[src/rtl/pabn_pkg.sv]
// Shared types, constants and arithmetic helpers for the palette blend block.
package pabn_pkg;

	localparam int PALETTE_SIZE = 256;
	localparam int PAL_AW       = $clog2(PALETTE_SIZE);
	localparam int IDX_W        = 8;
	localparam int CH_W         = 8;
	localparam int RGB_W        = 3 * CH_W;
	localparam int CMD_W        = 2;
	localparam int LEVEL_W      = 3;
	localparam int LEVEL_SHIFT  = 5;
	localparam int MID_LEVELS   = 6;
	localparam int BG_ROWS      = 256;
	localparam int CACHE_DEPTH  = MID_LEVELS * BG_ROWS;
	localparam int CACHE_AW     = $clog2(CACHE_DEPTH);
	localparam int SUM_W        = 11;
	localparam int SQ_W         = 2 * CH_W;
	localparam int DIST_W       = 23;
	localparam int DIV7_SHIFT   = 14;
	localparam int PROD_W       = 23;

	localparam logic [LEVEL_W-1:0] LEVEL_ZERO = 3'd0;
	localparam logic [LEVEL_W-1:0] LEVEL_MAX  = 3'd7;
	localparam logic [6:0]         W_RED      = 7'd30;
	localparam logic [6:0]         W_GREEN    = 7'd59;
	localparam logic [6:0]         W_BLUE     = 7'd11;
	// ceil(2^14 / 7): exact floor(x / 7) for every x below 2^11
	localparam logic [11:0]        DIV7_MUL   = 12'd2341;

	localparam logic [PAL_AW-1:0]  PAL_LAST   = PAL_AW'(PALETTE_SIZE - 1);
	localparam logic [IDX_W:0]     PAL_LIM    = (IDX_W + 1)'(PALETTE_SIZE);

	typedef enum logic [CMD_W-1:0] {
		CMD_BLEND  = 2'd0,
		CMD_PAL_WR = 2'd1,
		CMD_CLEAR  = 2'd2,
		CMD_NOP    = 2'd3
	} cmd_t;

	// source of the delivered result
	typedef enum logic [2:0] {
		RES_ZERO = 3'd0,
		RES_BG   = 3'd1,
		RES_FG   = 3'd2,
		RES_HIT  = 3'd3,
		RES_SCAN = 3'd4
	} res_sel_t;

	typedef struct packed {
		logic     capture;
		logic     pal_wr;
		logic     cache_clr;
		logic     lookup;
		logic     rd_bg;
		logic     mix_sum;
		logic     mix_div;
		logic     scan_start;
		logic     writeback;
		logic     out_load;
		res_sel_t res_sel;
	} ctl_cmd_t;

	typedef struct packed {
		cmd_t               cmd;
		logic [LEVEL_W-1:0] level;
		logic               hit;
		logic               scan_busy;
	} dp_status_t;

	function automatic logic [SUM_W-1:0] blend_sum(input logic [CH_W-1:0] f,
			input logic [CH_W-1:0] b, input logic [LEVEL_W-1:0] a);
		logic [LEVEL_W-1:0] na;
		na = LEVEL_MAX - a;
		return SUM_W'(f) * SUM_W'(a) + SUM_W'(b) * SUM_W'(na);
	endfunction

	function automatic logic [CH_W-1:0] div7(input logic [SUM_W-1:0] x);
		logic [PROD_W-1:0] p;
		p = PROD_W'(x) * PROD_W'(DIV7_MUL);
		return p[DIV7_SHIFT +: CH_W];
	endfunction

	function automatic logic [SQ_W-1:0] sq_diff(input logic [CH_W-1:0] a,
			input logic [CH_W-1:0] b);
		logic [CH_W-1:0] d;
		d = (a > b) ? a - b : b - a;
		return SQ_W'(d) * SQ_W'(d);
	endfunction

endpackage

[src/rtl/pabn_ctrl.sv]
// Controller: request sequencing state machine and output valid.
module pabn_ctrl (
	input  logic                 clk,
	input  logic                 arst_n,
	input  logic                 in_valid,
	output logic                 in_stall,
	output logic                 out_valid,
	input  logic                 out_stall,
	input  pabn_pkg::dp_status_t st,
	output pabn_pkg::ctl_cmd_t   ctl
);
	import pabn_pkg::*;

	typedef enum logic [3:0] {
		S_IDLE,
		S_DECODE,
		S_LOOKUP,
		S_MIXSUM,
		S_MIXDIV,
		S_SCAN,
		S_WRBACK,
		S_FINISH
	} state_t;

	state_t   state_q;
	state_t   state_d;
	res_sel_t res_sel_q;
	res_sel_t res_sel_d;
	logic     out_valid_q;
	logic     out_free;

	assign in_stall  = (state_q != S_IDLE);
	assign out_valid = out_valid_q;
	assign out_free  = !out_valid_q || !out_stall;

	always_comb begin
		ctl         = '0;
		ctl.res_sel = res_sel_q;
		state_d     = state_q;
		res_sel_d   = res_sel_q;
		unique case (state_q)
			S_IDLE: begin
				if (in_valid) begin
					ctl.capture = 1'b1;
					state_d     = S_DECODE;
				end
			end
			S_DECODE: begin
				res_sel_d = RES_ZERO;
				state_d   = S_FINISH;
				unique case (st.cmd)
					CMD_BLEND: begin
						if (st.level == LEVEL_ZERO) begin
							res_sel_d = RES_BG;
						end else if (st.level == LEVEL_MAX) begin
							res_sel_d = RES_FG;
						end else begin
							ctl.lookup = 1'b1;
							state_d    = S_LOOKUP;
						end
					end
					CMD_PAL_WR: ctl.pal_wr = 1'b1;
					CMD_CLEAR:  ctl.cache_clr = 1'b1;
					CMD_NOP:    ;
				endcase
			end
			S_LOOKUP: begin
				if (st.hit) begin
					res_sel_d = RES_HIT;
					state_d   = S_FINISH;
				end else begin
					ctl.rd_bg = 1'b1;
					state_d   = S_MIXSUM;
				end
			end
			S_MIXSUM: begin
				ctl.mix_sum = 1'b1;
				state_d     = S_MIXDIV;
			end
			S_MIXDIV: begin
				ctl.mix_div    = 1'b1;
				ctl.scan_start = 1'b1;
				state_d        = S_SCAN;
			end
			S_SCAN: begin
				if (!st.scan_busy) begin
					state_d = S_WRBACK;
				end
			end
			S_WRBACK: begin
				ctl.writeback = 1'b1;
				res_sel_d     = RES_SCAN;
				state_d       = S_FINISH;
			end
			S_FINISH: begin
				if (out_free) begin
					ctl.out_load = 1'b1;
					state_d      = S_IDLE;
				end
			end
			default: state_d = S_IDLE;
		endcase
	end

	always_ff @(posedge clk or negedge arst_n) begin
		if (!arst_n) begin
			state_q     <= S_IDLE;
			res_sel_q   <= RES_ZERO;
			out_valid_q <= 1'b0;
		end else begin
			state_q   <= state_d;
			res_sel_q <= res_sel_d;
			if (ctl.out_load) begin
				out_valid_q <= 1'b1;
			end else if (!out_stall) begin
				out_valid_q <= 1'b0;
			end
		end
	end

endmodule

[config.mk]
export PLATFORM = sky130hd
export DESIGN_NAME = pabn_ctrl
export DESIGN_NICKNAME = d
export VERILOG_FILES = /design/src/rtl/pabn_pkg.sv /design/src/rtl/pabn_ctrl.sv
export SDC_FILE = /design/constraint.sdc
export NUM_CORES = 1
export LEC_CHECK = 0
export ABC_CLOCK_PERIOD_IN_PS = 3220
export BUFFER_PORTS_ARGS = -buffer_cell sky130_fd_sc_hd__buf_4
export CORE_AREA = 2 2 39 41
export DETAILED_ROUTE_END_ITERATION = 16
export DIE_AREA = 0 0 41 43
export PLACE_DENSITY = 0.7
export SLEW_MARGIN = 5
export SYNTH_ARGS = -nofsm -noshare
export SYNTH_HDL_FRONTEND = slang
export SYNTH_SLANG_ARGS = --single-unit
export TNS_END_PERCENT = 5
[constraint.sdc]
create_clock -name clk -period 3.22 [get_ports clk]
set_input_delay 0 -clock clk [delete_from_list [all_inputs] [get_ports clk]]
set_output_delay 0 -clock clk [all_outputs]
set_load 0.03 [all_outputs]
==> results.cfg, run 1 <==
[outcome]
status = completed

[detailed_routing]
dr.pass1.iters = 4
vias = 465
viasPerCell = 4.95
drc = 0
wl_per_cell_um = 12.1
drt-initial-drc-count = 6
ant_nets = 0
totalWireLength_um = 1140

[placement]
hpwlAfterDp_um = 904
portBuffers = 25
place.gp.congestion = 0.737

[cts]
cts.sinks = 7
clkSlewWorstSetupHoldPaths_ns = 0.05
postCtsSetupBuffers = 0
cts_made_buffers = 3
cts_root_buf = clkbuf_4
clock_path_buffers = 2
cts_tree = yes
clock_latency_ns = 0.25
htree_levels = 1

[sta]
max_freq_ghz = 0.606
finalSetupTns_ns = 0
tightest_slew_ns = 0.365
finalHoldViolCount = 0
period_needed_ns = 1.65
slew_violations = 0
slew_headroom_pct = 75.7
grt_setup_unrepaired = no
finalClockSkew_ns = 0.00483
setup_viol = 0
final.period_utilization_pct = 51.3

[logic_synthesis]
syn_avg_cell_area_um2 = 9.26
synth.distinct_cells = 28
synth_nets = 63
synth-seq-area-share_pct = 36.4
syn-instance-count = 52
ys_seq_elements = 7
syn_area_um2 = 482
ys.warnings.count = 0

[floorplan]
dieArea_um2 = 1760
die_h_um = 43
core_um2 = 1380
ioPinCount = 26
die_w_um = 41
start_util_pct = 34.8
rows = 14

[critical_path]
crit_path_start = state_q[1]
required_ns = 3.22
worstSetupPathType = reg -> out
worstPathMaxFanout = 14
cp-start-kind = flip-flop
crit_path_end_kind = output pin
r2r-start = state_q[1]
arrival_ns = 1.65

[power_and_ir_drop]
p_per_area_nw_per_um2 = 874
irDropWorstVdd_v = 0.000370
p_leak_nw = 0.331
finalPower_uw = 611

[layout]
fin_nets = 90
diodes = 0
layout-drive-gt1-share_pct = 42.3
fillCellCount = 149
syn_to_final_growth_pct = 45.2

[global_routing]
grt_pass1_wl_um = 1810
first_global_vias = 436
antenna_found_initial = 0
grt.overflow.total = 0
track_usage_pct = 15.6
grt_max_degree = 15

[min_path]
holdCritPathClass = in -> async

[run]
cap_violations = 0
-- metrics by stage --
| stage | utilization, % | hold slack (ns) | area [µm²] | std cells | worst slack [ns] |
|---|---|---|---|---|---|
| floorplan | - | -0.296 | 482 | 52 | 1.57 |
| detailed placement | 47.2 | -0.181 | 653 | 88 | 1.68 |
| global placement | 47.2 | -0.184 | 653 | 88 | 1.72 |
| finish | 50.5 | 0.0957 | 699 | 94 | 1.57 |
| CTS | 50.5 | 0.0944 | 699 | 94 | 1.55 |
| global route | 50.5 | 0.101 | 699 | 94 | 1.43 |
-- timing repair --
action                                  4_1_cts  5_1_grt
endpoints found under the setup margin        0        0
hold buffers                                  2        0
gates resized for setup                       0        0
endpoints found under the hold margin         8        0
-- placed cells by master (no fill, tap or decap), types with 3 or more instances in the layout --
cell type and n:
nor3b_1 3, nand3_1 3, nor2_1 5, buf_4 25, clkbuf_4 3, nand2_1 4
dfrtp_1 7
-- where the power goes --
part,switching (mW),internal (mW)
Combinational,0.196,0.148
Clock,0.0307,0.0472
Sequential,0.0650,0.124
Total,0.292,0.319
-- layout make-up --
| type | count | area (µm²) | share of cell area (%) |
|---|---|---|---|
| inverters | 2 | 7.51 | 1.07 |
| repair buffers | 27 | 208 | 29.7 |
| multi-input cells | 38 | 263 | 37.6 |
| well taps | 16 | 20.0 | 2.86 |
| flip-flops and latches | 7 | 175 | 25.0 |
| clock buffers | 4 | 26.3 | 3.76 |
-- worst max-delay path, stage by stage, from the launching register on --
cell and delay (ns):
dfrtp_1 0.51, or3b_4 0.47, nor3b_1 0.23, buf_4 0.20
-- registers in the layout, summed over array words and instances (netlist names) --
register   cells
out_valid      1
res_sel_q      3
state_q        3
-- per-layer routing --
metal / up-vias / share of wire (%) / GRT usage, %
met4: 0 / 1.5 / 10.0
met5: - / 0 / 0
li1: 239 / - / -
met1: 206 / 41 / 18.3
met3: 2 / 5.7 / 3.14
met2: 18 / 51 / 24.4
-- cell usage after synthesis (all sizes together) --
library cell  instances  share of area (%)
a211oi                2                3.1
or4                   1                2.3
and3                  1                2.3
o21bai                1                1.6
buf                   5                7.5
or3                   2                3.6
o41ai                 2                3.6
a21oi                 1                1.0
and2                  1                1.3
xnor2                 1                1.8
nand3                 3                3.1
inv                   2                1.6
nand3b                1                1.6
mux2                  2                4.7
nor3b                 3                4.7
nor2                  5                3.9
dfrtp                 7                 36
or3b                  2                4.2
o21ai                 2                2.9
nor2b                 2                2.6
nand4                 1                1.3
nand2                 4                3.1
o2bb2ai               1                1.8
-- cells by family after synthesis --
family / Yosys count / share of synthesized area [%]
AOI/OAI and AO/OA: 9 / 14.0
muxes: 2 / 4.67
and+or+nand+nor: 26 / 34.0
buffers and inverters: 7 / 9.09
xor gates and xnor gates: 1 / 1.82
DFF: 7 / 36.4
-- path summary, 6_finish.rpt --
kind	endpoint	slack [ns]	cells past startpoint
hold reg to reg	res_sel_q[1]	0.49	1
hold / removal	res_sel_q[2]	0.1	2
min in group clk	state_q[0]	0.10	3
setup / recovery	ctl[11]	1.57	3
setup reg to reg	res_sel_q[0]	1.67	3
max in group asynchronous	state_q[2]	2.99	2
Note: power is estimated with default switching activity, not from simulation.
==> inputs of run 2 (changes only) <==
--- a/config.mk
+++ b/config.mk
@@ -5,12 +5,11 @@
 export SDC_FILE = /design/constraint.sdc
 export NUM_CORES = 1
 export LEC_CHECK = 0
-export ABC_CLOCK_PERIOD_IN_PS = 3220
+export ABC_CLOCK_PERIOD_IN_PS = 1330
 export BUFFER_PORTS_ARGS = -buffer_cell sky130_fd_sc_hd__buf_4
-export CORE_AREA = 2 2 39 41
+export CORE_UTILIZATION = 37
 export DETAILED_ROUTE_END_ITERATION = 16
-export DIE_AREA = 0 0 41 43
-export PLACE_DENSITY = 0.7
+export PLACE_DENSITY = 0.74
 export SLEW_MARGIN = 5
 export SYNTH_ARGS = -nofsm -noshare
 export SYNTH_HDL_FRONTEND = slang
==> constraint.sdc (replaced) <==
create_clock -name clk -period 1.33 [get_ports clk]
set_input_delay 0 -clock clk [delete_from_list [all_inputs] [get_ports clk]]
set_output_delay 0 -clock clk [all_outputs]
set_load 0.03 [all_outputs]
==> run 2 against run 1 <==
Net effect: the flow now finishes with violations (negative setup slack); sequential share of layout area down 3.8 points; critical endpoint unchanged; hold slack got worse by 0.026 ns; non-clock buffer count increased by 6; total power grew to 2.9 times the previous value.
==> results.cfg, run 2 (same netlist as run 1, synthesis figures left out) <==
[outcome]
status = finished with violations
violations = negative setup slack

[min_path]
whs_path_depth = 3
holdCritPathClass = in -> reg
hold_end = state_q[0]
min_from = in_valid

[layout]
final_common_cell = buf_4
fin_nets = 96
syn_to_final_growth_pct = 70.9
layout-drive-gt1-share_pct = 59.5
multiInputGateArea_um2 = 318
diodes = 0
fin_util_pct = 71.2
final_cell_mix = buf_4, dfrtp_1, buf_6
fillCellCount = 105
seq_area_um2 = 175

[critical_path]
arrival_ns = 1.49
r2r_cells = 3
r2r-start = state_q[2]
worstPathMaxFanout = 3
timing.rr.end = res_sel_q[0]
worstSetupPathType = reg -> out
cp-start-kind = flip-flop
required_ns = 1.33
crit_path_end_kind = output pin
r2r_setup_slack_ns = 0

[sta]
slew_headroom_pct = 78.4
setup_viol = 7
layout_setup_ws_ns = -0.162
tightest_slew_ns = 0.320
finalClockSkew_ns = 0.00912
period_needed_ns = 1.49
slew_violations = 0
grt_setup_unrepaired = yes
max_freq_ghz = 0.670
finalSetupTns_ns = -0.721
finalHoldViolCount = 0
final.period_utilization_pct = 112

[cts]
cts_tree = yes
clock_path_buffers = 2
clock_latency_ns = 0.26
postCtsSetupBuffers = 0
htree_levels = 1
clkSlewWorstSetupHoldPaths_ns = 0.05
cts.sinks = 7
cts_made_buffers = 3
cts_root_buf = clkbuf_4

[power_and_ir_drop]
p_per_area_nw_per_um2 = 2180
p_int_uw = 985
pwr-share-seq_pct = 20.6
p_leak_nw = 0.380
switching_power_uw = 814
irDropWorstVdd_v = 0.00126
switching_share_pct = 45.3
clockPowerShare_pct = 11.2
power_frac_comb_pct = 68.2

[floorplan]
die_h_um = 38.1
dieArea_um2 = 1450
start_util_pct = 41.7
die_w_um = 38.1
rows = 12
core_um2 = 1160
ioPinCount = 26

[placement]
place.gp.congestion = 0.692
hpwlAfterDp_um = 882
post-place-ws_ns = 0.00402
portBuffers = 25

[global_routing]
grt.overflow.total = 0
grt_pass1_wl_um = 1900
first_global_vias = 456
antenna_found_initial = 0
track_usage_pct = 20.5
grt_max_degree = 13

[detailed_routing]
dr.pass1.iters = 2
ant_nets = 0
drt-initial-drc-count = 2
viasPerCell = 5.18
totalWireLength_um = 1260
drc = 0
vias = 508
wl_per_cell_um = 12.9

[run]
cap_violations = 0
run 2: what timing repair did:
action | CTS | global route
hold buffers | 2 | 0
cloned | 0 | 0
endpoints found under the setup margin | 8 | 11
pin swaps | 3 | 0
endpoints found under the hold margin | 8 | 0
gates resized for setup | 11 | 8
run 2: metal layers:
layer  up-vias  global-route usage, %  wire (µm)
met2        20                   35.6        711
met4         0                   13.4         21
met1       239                   20.1        450
met5         -                      0          0
li1        247                      -          -
met3         2                   7.56         80
run 2: layout make-up:
class,count,area share (%)
Multi-Input combinational cell,38,38.6
Timing Repair Buffer,33,33.9
Sequential cell,7,21.3
Clock buffer,4,3.19
Tap cell,14,2.13
Inverter,2,0.912
run 2: how the worst max path moves through the flow:
stage | slack (ns) | startpoint | depth (start not counted) | to
3_3_place_gp | 0.02 | state_q[1] | 3 | res_sel_q[0]
6_report | -0.16 | state_q[2] | 4 | ctl[11]
4_1_cts | -0.17 | state_q[2] | 4 | ctl[10]
3_5_place_dp | 0.004 | state_q[1] | 3 | res_sel_q[0]
2_1_floorplan | -0.23 | state_q[1] | 2 | ctl[11]
5_1_grt | -0.23 | state_q[2] | 4 | ctl[11]
run 2: power groups by stage:
stage                     logic (mW)  registers (mW)  clock network (mW)
after floorplan                0.662           0.435                   0
after global placement          1.06           0.356                   0
after detailed placement        1.06           0.362                   0
after CTS                       1.14           0.364               0.212
after global routing            1.32           0.383               0.227
final                           1.23           0.370               0.202
run 2: worst max-delay path: stages, from the launching register on:
cell and delay, ns:
dfrtp_1 0.37, or3b_4 0.41, buf_6 0.13, nor3b_2 0.14, buf_4 0.18
run 2: stage by stage:
step           std cells  instance area, µm²  power [mW]  hold WS [ns]
4_1_cts               98                 788        1.71        0.0634
5_1_grt               98                 823        1.93        0.0624
6_report              98                 823        1.80        0.0699
2_1_floorplan         52                 487        1.10        -0.296
3_3_place_gp          92                 701        1.41        -0.185
3_5_place_dp          92                 701        1.42        -0.184
